## config.mk

```make
export PLATFORM = sky130hd
export DESIGN_NAME = pncr_dist_unit
export DESIGN_NICKNAME = d
export VERILOG_FILES = /design/src/hdl/pncr_pkg.sv /design/src/hdl/pncr_dist_unit.sv
export SDC_FILE = /design/constraint.sdc
export NUM_CORES = 1
export LEC_CHECK = 0
export BUFFER_PORTS_ARGS = -buffer_cell sky130_fd_sc_hd__buf_4
export CAP_MARGIN = 5
export CORE_MARGIN = 1.5
export CORE_UTILIZATION = 60
export DETAILED_ROUTE_END_ITERATION = 8
export PLACE_DENSITY = 0.85
export REMOVE_ABC_BUFFERS = 1
export SYNTH_ARGS = -nofsm -noshare
export SYNTH_HDL_FRONTEND = slang
export SYNTH_SLANG_ARGS = --single-unit
```

## constraint.sdc

```tcl
create_clock -name i_clk -period 7.78 [get_ports i_clk]
set_input_delay 0.389 -clock i_clk [delete_from_list [all_inputs] [get_ports i_clk]]
set_output_delay 0.389 -clock i_clk [all_outputs]
set_load 0.005 [all_outputs]
```

## src/hdl/pncr_pkg.sv

```systemverilog
// Package for the palette nearest-color remap unit.
// Shared constants, payload types, pipeline tag and state encoding; no dependencies.
package pncr_pkg;

    localparam int PALETTE_ENTRIES = 256;
    localparam int IDX_W  = (PALETTE_ENTRIES > 1) ? $clog2(PALETTE_ENTRIES) : 1;
    localparam int CNT_W  = $clog2(PALETTE_ENTRIES + 1);
    localparam int CH_W   = 8;
    localparam int SQ_W   = 2 * CH_W;
    localparam int DIST_W = SQ_W + 2;

    localparam logic [IDX_W-1:0] LAST_IDX = IDX_W'(PALETTE_ENTRIES - 1);

    typedef enum logic {
        CMD_LOAD  = 1'b0,
        CMD_REMAP = 1'b1
    } t_cmd;

    typedef enum logic [1:0] {
        ST_IDLE,
        ST_SEARCH,
        ST_FETCH,
        ST_EMIT
    } t_state;

    typedef struct packed {
        logic [CH_W-1:0] red;
        logic [CH_W-1:0] green;
        logic [CH_W-1:0] blue;
    } t_rgb;

    typedef struct packed {
        t_cmd            command;
        logic [7:0]      entry_index;
        logic [CH_W-1:0] old_red;
        logic [CH_W-1:0] old_green;
        logic [CH_W-1:0] old_blue;
        logic [CH_W-1:0] new_red;
        logic [CH_W-1:0] new_green;
        logic [CH_W-1:0] new_blue;
        logic [CH_W-1:0] pix_red;
        logic [CH_W-1:0] pix_green;
        logic [CH_W-1:0] pix_blue;
        logic [CH_W-1:0] pix_alpha;
    } t_req;

    typedef struct packed {
        logic [CH_W-1:0] out_red;
        logic [CH_W-1:0] out_green;
        logic [CH_W-1:0] out_blue;
        logic [CH_W-1:0] out_alpha;
        logic [7:0]      nearest_index;
        logic            replaced;
        logic            skipped;
    } t_rsp;

    // travels alongside a palette entry through the read and distance stages
    typedef struct packed {
        logic             vld;
        logic [IDX_W-1:0] idx;
    } t_tag;

endpackage

```

## src/hdl/pncr_dist_unit.sv

```systemverilog
// Shared squared-RGB-distance unit: squares registered, sum combinational.
// Depends on pncr_pkg.
module pncr_dist_unit (
    input  logic                        i_clk,
    input  logic                        i_rst_n,
    input  pncr_pkg::t_rgb              i_entry,
    input  pncr_pkg::t_rgb              i_pixel,
    input  pncr_pkg::t_tag              i_tag,
    output logic [pncr_pkg::DIST_W-1:0] o_dist,
    output pncr_pkg::t_tag              o_tag
);
    import pncr_pkg::*;

    logic [CH_W-1:0] d_r, d_g, d_b;
    logic [SQ_W-1:0] r_sq_r, r_sq_g, r_sq_b;
    t_tag            r_tag;

    assign d_r = (i_entry.red   > i_pixel.red)   ? i_entry.red   - i_pixel.red
                                                 : i_pixel.red   - i_entry.red;
    assign d_g = (i_entry.green > i_pixel.green) ? i_entry.green - i_pixel.green
                                                 : i_pixel.green - i_entry.green;
    assign d_b = (i_entry.blue  > i_pixel.blue)  ? i_entry.blue  - i_pixel.blue
                                                 : i_pixel.blue  - i_entry.blue;

    always_ff @(posedge i_clk) begin
        r_sq_r <= SQ_W'(d_r) * SQ_W'(d_r);
        r_sq_g <= SQ_W'(d_g) * SQ_W'(d_g);
        r_sq_b <= SQ_W'(d_b) * SQ_W'(d_b);
    end

    always_ff @(posedge i_clk) begin
        r_tag.idx <= i_tag.idx;
        if (!i_rst_n) begin
            r_tag.vld <= 1'b0;
        end else begin
            r_tag.vld <= i_tag.vld;
        end
    end

    assign o_dist = DIST_W'(r_sq_r) + DIST_W'(r_sq_g) + DIST_W'(r_sq_b);
    assign o_tag  = r_tag;

endmodule
```

After elaboration in Yosys (flattened, before gate mapping) --
Index checks and enable logic that the tools add are counted.
Operators by class: $add $sub $neg 8, $mul 3, $lt $le $gt $ge 3, mux-type cells 3
Operator list (count):
- 8-bit by 8-bit multiplier with 16-bit output | 3
- 8-bit subtractor | 6
- 8-bit greater-than comparator | 3
- 8-bit two-way mux | 3
- 17-bit by 16-bit adder with 18-bit output | 1
- 16-bit by 16-bit adder with 17-bit output | 1
Word-level totals: bits in registers 57, output and inout port bits 27

Logic depth before layout (Yosys ltp) --
Gate-level depths: netlist of the first run.
depth in word-level cells 3, depth in mapped cells 28, depth with buffers taken out 28

Worst setup path before layout of the first run --
No wires, ideal clock.
kind input-to-reg, from input port i_entry[8] in the netlist's numbering, to register r_sq_g[14], setup time 0.072 ns, data arrival time 6.296 ns, data required time 7.708 ns, slack 1.412 ns, stages 24, path through inv_1 -> ha_1 -> fa_1 -> nand2b_1 -> a21oi_1 -> o21ai_0 -> a31oi_2 -> mux2i_1 -> xnor2_2 -> or2_2 -> inv_1 -> fa_1 -> fa_1 -> inv_1 -> fa_1 -> fa_1 -> inv_1 -> ha_1 -> or2_2 -> a21o_1 -> o211a_1 -> a311o_1 -> a21oi_1 -> xnor2_1
Between the ends: cells in the longest elaborated chain, start to end 3
Ends and longest elaborated chain:
- start: declaration | RTL line pncr_dist_unit.sv:6 | input pncr_pkg::t_rgb i_entry,
- 8-bit subtractor (tied with other cells) | RTL line pncr_dist_unit.sv:21 | : i_pixel.green - i_entry.green;
- 8-bit two-way mux (*) | RTL line pncr_dist_unit.sv:20 | assign d_g = (i_entry.green > i_pixel.green) ? i_entry.green - i_pixel.green
- 8-bit by 8-bit multiplier with 16-bit output (*) | RTL line pncr_dist_unit.sv:27 | r_sq_g <= SQ_W'(d_g) * SQ_W'(d_g);
- end signal: assignment | RTL line pncr_dist_unit.sv:27
- end: declaration | RTL line pncr_dist_unit.sv:15 | logic [SQ_W-1:0] r_sq_r, r_sq_g, r_sq_b;
Every way passes the cells marked *; elsewhere a longest branch is shown, timed or not. A chain may end at the register's enable or synchronous reset.

Worst setup path in the final report of the first run --
from input port i_entry[8] in the netlist's numbering, to register r_sq_g[15]
Same word-level chain as after synthesis.

==> results.cfg, run 1 <==
[run_status]
status = finished, final reports clean

[synthesis]
yosys_warnings = 0
async_flop_share_pct = 0
synth_edf_count = 0
syn_area_per_cell_sq_um = 8.78
ys_ff_latch = 54
netlist_instances = 981
synth_cell_types = 49
syn_area_sq_um = 8610
ys_seq_area_share_pct = 12.6
synth_ff_type = dfxtp_1

[timing]
period_share_pct = 86.7
rsz0062_at_grt = false
hold_viol = 0
slew_headroom_pct = 36.8
post-route-min-period_ns = 6.75
slew_violations = 0
worstMarginPinSlew_ns = 0.921
setup_viol = 0
fin_tns_setup_ns = 0
fmax_mhz = 148

[floorplan]
dieArea_sq_um = 15100
coreArea_sq_um = 13900
io-pin-count = 86
start_util_pct = 61.8
rows = 43
die_w_microns = 123
fp.dieH_microns = 123

[setup_path]
crit_fanout = 11
crit_type = primary input to flop
required_ns = 7.96
worstSetupEndpointType = flop
arrival_ns = 6.93
worstSetupStartpointType = primary input

[routing]
vias_per_cell = 5.33
drt_iter0_drc = 400
firstDrtPassIters = 5
ant_nets = 0
routed_wl_mm = 16.5
wire_per_inst_microns = 13.2
via_count = 6662
drcViolationCount = 0

[global_routing]
grt_max_degree = 17
grt_usage_pct = 23.0
grt_pass1_wl_mm = 28.3
grt_overflow_total = 0
grt_pass1_vias = 6635
antenna_found_initial = 0

[layout]
nFillCells = 1082
drive_above_1_share_pct = 11.5
nets = 1375
seq_area_sq_um = 1080
antenna_cells = 0
multi_input_area_sq_um = 6770
area_growth_pct = 11.7

[clock_tree]
clkTransAtPathRegs_ns = 0.07
postCtsSetupBuffers = 0
cts.sinks = 54
htree_levels = 2
cts_root_buf = clkbuf_16
cts.repair.resized = 0
cts_buffers = 5
cts_tree = built
ctsLongestPathBuffers = 2
ctsHoldBuffers = 0

[placement]
place_hpwl_mm = 14.2
gp_congestion = 0.971
io_buffers = 85

[worst_hold_path]
min_path_type = primary input to flop

[run]
drv_cap = 0
[synthesized netlist by cell type, types with 2 or more instances]
cell type,n,area [sq um]
mux2i_1,16,160
inv_1,192,721
nor2_1,108,405
nand2_1,20,75.1
or2_2,13,81.3
and2_1,6,37.5
xnor2_2,5,81.3
o21bai_1,10,75.1
o21ai_1,3,15.0
o311ai_0,2,17.5
xor2_1,23,201
a21oi_1,75,375
o211ai_1,5,37.5
nand3_1,4,20.0
o31ai_1,3,22.5
o21ai_0,32,160
clkbuf_1,7,26.3
nor2b_1,8,50.1
a211oi_1,2,15.0
fa_1,97,1940
o21a_1,11,82.6
a21o_1,21,158
nand2b_1,13,81.3
buf_2,4,20.0
xnor2_1,48,420
dfxtp_1,54,1080
nand4_1,5,31.3
a31oi_2,2,25.0
nor3_1,10,50.1
ha_1,151,1890
nor2_2,2,12.5
a21boi_0,5,37.5
or3_1,6,37.5
o31a_1,3,26.3
[metrics by stage]
step,setup WS [ns],instances,utilization [%],area (sq um),hold slack [ns]
5_1_grt,0.549,1249,69.0,9620,0.195
2_1_floorplan,1.41,972,-,8570,0.417
3_3_place_gp,1.08,1241,67.9,9460,0.493
4_1_cts,1.08,1249,69.0,9620,0.199
3_5_place_dp,0.782,1241,67.9,9460,0.495
6_report,1.03,1249,69.0,9620,0.201
[path summary, 6_finish.rpt]
check | start | end | cells after the start
setup / recovery | i_entry[8] | r_sq_g[15]$_DFF_P_ | 24
hold / removal | i_tag[1] | o_tag[1]$_DFF_P_ | 1
[metal layers]
metal,vias up,global-route usage (%),routed length [microns]
li1,3318,-,-
met1,3158,29.9,7200
met2,154,40.3,8200
met3,32,2.23,714
met4,0,7.12,414
met5,-,0,0
[sequential cells by signal, summed over array words and instances (netlist names)]
register	count
o_tag	9
r_sq_r	15
r_sq_g	15
r_sq_b	15
[placed cells by master (no fill, tap or decap), drive strengths merged, types with 2 or more instances in the layout]
cell type    n
a211oi       3
a21boi       5
a21o        21
a21oi       75
a31oi        3
and2         7
buf         89
clkbuf       6
conb         3
dfxtp       54
fa          97
ha         151
inv        192
mux2i       16
nand2       20
nand2b      13
nand3        4
nand4        5
nor2       110
nor2b        8
nor3        10
o211ai       5
o21a        11
o21ai       35
o21bai      10
o311ai       2
o31a         3
o31ai        3
or2         13
or3          6
xnor2       53
xor2        23
[cell families after synthesis]
| logic type | count (synthesis) | share of synthesized area [%] |
|---|---|---|
| xor gates and xnor gates | 76 | 8.17 |
| adders and majority gates | 248 | 44.5 |
| other | 1 | 0.0436 |
| buffers and inverters | 203 | 8.91 |
| DFF | 54 | 12.6 |
| and+or+nand+nor | 199 | 10.6 |
| muxes | 17 | 1.99 |
| AOI/OAI and AO/OA | 183 | 13.3 |
[worst max-delay path, cell delays in order]
cell and delay [ns]:
buf_4 0.09, inv_1 0.04, ha_1 0.22, fa_1 0.38, nand2b_1 0.18, a21oi_1 0.15
o21ai_0 0.13, a31oi_2 0.49, mux2i_1 0.17, xnor2_1 0.76, nor2_1 0.19, fa_1 0.51
fa_1 0.55, inv_1 0.06, fa_1 0.50, fa_1 0.55, inv_1 0.04, ha_1 0.32
or2_2 0.29, o311ai_0 0.17, a21oi_1 0.16, o21ai_0 0.30, a21oi_1 0.13, xor2_1 0.17
[cell type report]
class,count,share of cell area (%)
clock buffer,6,1.44
sequential,54,11.2
timing repair buffer,89,6.95
tap,180,2.34
clock inverter,2,0.130
inverter,192,7.50
multi-input combinational,726,70.4
Power of run 1 is left out: the tool's default activity adds up to more than one toggle a clock period on the data nets, which glitch-free logic cannot reach.
==> run 2, diff against run 1 <==
--- a/config.mk
+++ b/config.mk
@@ -6,7 +6,6 @@
 export NUM_CORES = 1
 export LEC_CHECK = 0
 export BUFFER_PORTS_ARGS = -buffer_cell sky130_fd_sc_hd__buf_4
-export CAP_MARGIN = 5
 export CORE_MARGIN = 1.5
 export CORE_UTILIZATION = 60
 export DETAILED_ROUTE_END_ITERATION = 8
==> constraint.sdc (replaced) <==
create_clock -name i_clk -period 8.5 [get_ports i_clk]
set_input_delay 0.425 -clock i_clk [delete_from_list [all_inputs] [get_ports i_clk]]
set_output_delay 0.425 -clock i_clk [all_outputs]
set_load 0.005 [all_outputs]
==> run 2 against run 1 <==
  * Critical path depth increased by 1
  * Routed wire length increased by 0.38%
  * Worst hold slack improved by 0.031 ns
  * Design area about the same
  * Non-clock buffer count decreased by 3
  * Cell count decreased by 0.24%
  * Count of clock-buffer cells in the layout unchanged
  * Sequential share of layout area about the same
  * Via count decreased by 0.45%
  * Die area unchanged
  * Critical path type unchanged
==> results.cfg, run 2 (synthesized netlist as in run 1, its figures left out) <==
[floorplan]
fp.dieH_microns = 123
io-pin-count = 86
rows = 43
start_util_pct = 61.8
die_w_microns = 123
dieArea_sq_um = 15100
coreArea_sq_um = 13900

[clock_tree]
cts_tree = built
cts_buffers = 5
clkTransAtPathRegs_ns = 0.07
cts.sinks = 54
ctsLongestPathBuffers = 2
htree_levels = 2
postCtsSetupBuffers = 0
cts.repair.resized = 0
cts_root_buf = clkbuf_16
ctsHoldBuffers = 0

[setup_path]
worstSetupStartpointType = primary input
worstSetupEndpointType = flop
crit_type = primary input to flop
arrival_ns = 6.97
cpMaxStageDelayCell = xnor2_1
required_ns = 8.68
crit_fanout = 11
critPathMostFrequentCell = fa_1
cpPeakStageDelay_ns = 0.73

[timing]
slew_violations = 0
worstMarginPinSlew_ns = 0.910
period_share_pct = 79.9
hold_viol = 0
fin_tns_setup_ns = 0
worst_slack_ns = 1.71
post-route-min-period_ns = 6.79
setup_viol = 0
fmax_mhz = 147
slew_headroom_pct = 37.6
rsz0062_at_grt = false

[global_routing]
grt_max_degree = 17
grt_overflow_total = 0
grt_most_used_layer = met2
use_met3_pct = 2.79
met2_usage_pct = 42.7
use_met1_pct = 30.6
antenna_found_initial = 0
grt_pass1_vias = 6706
grt_usage_pct = 23.4
grt_pass1_wl_mm = 29.0

[run_status]
status = finished, final reports clean

[layout]
nFillCells = 1053
nets = 1372
final_common_cell = inv_1
area_growth_pct = 11.6
antenna_cells = 0
top_regs = r_sq_b: 15 flops, r_sq_g: 15 flops, r_sq_r: 15 flops
multi_input_area_sq_um = 6770
utilization_pct = 69.0
final_area_sq_um = 9610
seq_area_sq_um = 1080
drive_above_1_share_pct = 11.2
final_cell_mix = 192 x inv_1, 151 x ha_1, 108 x nor2_1

[placement]
place_hpwl_mm = 14.1
io_buffers = 85
gp_congestion = 0.978
pre_cts_ws_ns = 1.49
dpl-instance-area_sq_um = 9440

[routing]
routed_wl_mm = 16.6
drt_iter0_drc = 321
vias_per_cell = 5.32
drcViolationCount = 0
via_count = 6632
wire_per_inst_microns = 13.3
ant_nets = 0
firstDrtPassIters = 4

[worst_hold_path]
min_path_type = primary input to flop

[run]
drv_cap = 0
-- run 2: cell count changes in the layout (fill, tap and decap cells not counted), sizes merged --
cell / previous run / this run
buf: 89 / 86
bufinv: 0 / 1
clkinv: 1 / 0
-- run 2: layout make-up --
cell class	count	area share [%]
Clock buffer	6	1.34
Clock inverter	2	0.391
Inverter	192	7.50
Multi-Input combinational cell	726	70.5
Sequential cell	54	11.3
Tap cell	180	2.34
Timing Repair Buffer	86	6.72
-- run 2: per-layer routing --
metal / vias up / wire [microns] / share of wire [%]
met2: 135 / 8470 / 51
li1: 3318 / - / -
met4: 0 / 116 / 0.70
met5: - / 0 / 0
met1: 3165 / 7380 / 44
met3: 14 / 623 / 3.8
-- run 2: final timing paths --
path / startpoint / end / slack, ns / cells after the start
worst max-delay path: i_entry[8] / r_sq_g[15]$_DFF_P_ / 1.71 / 25
worst min-delay path: i_tag[0] / o_tag[0]$_DFF_P_ / 0.23 / 1
-- run 2: critical path, delay by kind of cell --
family | cells | cell delay (ns)
AO/OA/AOI/OAI | 7 | 1.88
XOR/XNOR | 4 | 1.24
adder cells (fa/ha/maj) | 6 | 2.49
buffers and inverters | 4 | 0.23
multiplexers | 1 | 0.16
AND/OR/NAND/NOR | 3 | 0.55
-- run 2: metrics by stage --
stage / std cells / hold slack (ns)
floorplan: 972 / 0.453
global placement: 1238 / 0.529
detailed placement: 1238 / 0.531
CTS: 1246 / 0.229
global route: 1246 / 0.225
finish: 1246 / 0.232
Power of run 2 is left out for the same reason.
==> run 3, diff against run 2 <==
==> constraint.sdc (replaced) <==
create_clock -name i_clk -period 7 [get_ports i_clk]
set_input_delay 0.35 -clock i_clk [delete_from_list [all_inputs] [get_ports i_clk]]
set_output_delay 0.35 -clock i_clk [all_outputs]
set_load 0.005 [all_outputs]
==> run 3 against run 2 <==
  * Routed wire length decreased by 1.1%
  * Cell count increased by 0.96%
  * Global-route usage decreased by 0.51 points
  * Via count increased by 0.14%
  * Largest cell class unchanged
==> results.cfg, run 3 (synthesized netlist as in run 1, its figures left out) <==
[setup_path]
required_ns = 7.18
arrival_ns = 6.57
worstSetupStartpointType = primary input
crit_fanout = 7
crit_type = primary input to flop
worstSetupEndpointType = flop

[global_routing]
grt_usage_pct = 22.9
antenna_found_initial = 0
grt_max_degree = 17
grt_overflow_total = 0
grt_pass1_wl_mm = 28.6
grt_pass1_vias = 6646

[layout]
final_common_cell = inv_1
top_regs = r_sq_b: 15 flops, r_sq_g: 15 flops, r_sq_r: 15 flops
final_cell_mix = 192 x inv_1, 151 x ha_1, 108 x nor2_1
nets = 1384
antenna_cells = 0
area_growth_pct = 12.7
drive_above_1_share_pct = 12.2

[clock_tree]
cts.sinks = 54
ctsLongestPathBuffers = 2
postCtsSetupBuffers = 0
cts_tree = built
ctsHoldBuffers = 0
clkTransAtPathRegs_ns = 0.07
cts_buffers = 5
cts_root_buf = clkbuf_16
htree_levels = 2
cts.repair.resized = 0

[floorplan]
fp.dieH_microns = 123
start_util_pct = 61.8
die_w_microns = 123
coreArea_sq_um = 13900
rows = 43
dieArea_sq_um = 15100
io-pin-count = 86

[routing]
routed_wl_mm = 16.4
ant_nets = 0
vias_per_cell = 5.28
firstDrtPassIters = 5
drt_iter0_drc = 308
via_count = 6641
drcViolationCount = 0
wire_per_inst_microns = 13.0

[timing]
slew_headroom_pct = 52.7
post-route-min-period_ns = 6.40
setup_viol = 0
worstMarginPinSlew_ns = 0.705
worst_slack_ns = 0.604
hold_viol = 0
slew_violations = 0
rsz0062_at_grt = false
fmax_mhz = 156
period_share_pct = 91.4
fin_tns_setup_ns = 0

[placement]
io_buffers = 85
pre_cts_ws_ns = 0.257
place_hpwl_mm = 14.1
gp_congestion = 0.929

[worst_hold_path]
hold_depth = 1
holdPathEnd = o_tag[2]$_DFF_P_
min_path_type = primary input to flop
holdCritStartpoint = i_tag[2]

[run]
drv_cap = 0

[run_status]
status = finished, final reports clean
## run 3: stage by stage
step	util, %	hold slack [ns]	std cells	instance area, sq um
3_5_place_dp	68.4	0.456	1250	9530
3_3_place_gp	68.4	0.455	1250	9530
2_1_floorplan	-	0.378	972	8570
5_1_grt	69.7	0.156	1258	9710
4_1_cts	69.6	0.160	1258	9700
6_report	69.7	0.161	1258	9710
## run 3: per-layer routing
metal / GRT usage, % / share of wire [%] / up-vias
li1: - / - / 3336
met1: 30.3 / 44 / 3146
met2: 41.0 / 50 / 145
met3: 2.37 / 4.3 / 14
met4: 3.92 / 1.0 / 0
met5: 0 / 0 / -
## run 3: worst max path at each step
stage	from	endpoint	slack, ns	cells after the start
global placement	i_entry[8]	r_sq_g[14]$_DFF_P_	0.45	24
finish	i_entry[8]	r_sq_g[15]$_DFF_P_	0.60	28
floorplan	i_entry[8]	r_sq_g[14]$_DFF_P_	0.67	24
detailed placement	i_entry[8]	r_sq_g[15]$_DFF_P_	0.26	28
global route	i_entry[8]	r_sq_g[15]$_DFF_P_	0.10	28
CTS	i_entry[8]	r_sq_g[15]$_DFF_P_	0.53	28
## run 3: critical path, cell delays in order
cell and delay [ns]:
buf_4 0.09, inv_1 0.03, ha_1 0.21, fa_1 0.38
nand2b_1 0.17, a21oi_1 0.14, o21ai_0 0.12, a31oi_2 0.49
mux2i_1 0.27, xor2_1 0.48, inv_1 0.13, nand2_1 0.16
fa_1 0.18, inv_1 0.05, fa_1 0.43, ha_1 0.29
inv_1 0.05, fa_1 0.53, inv_1 0.04, ha_1 0.32
a21o_1 0.17, a21oi_1 0.24, nor2b_1 0.11, o311ai_1 0.40
a21oi_1 0.15, o21ai_0 0.29, a21oi_1 0.13, xor2_1 0.17
## run 3: layout make-up
cell class                 count  area (sq um)
multi-input combinational    726          6780
fill                        1052          4230
sequential                    54          1080
timing repair buffer          98           736
inverter                     192           721
tap                          180           225
clock buffer                   6           129
clock inverter                 2          37.5
Power of run 3 is left out for the same reason.
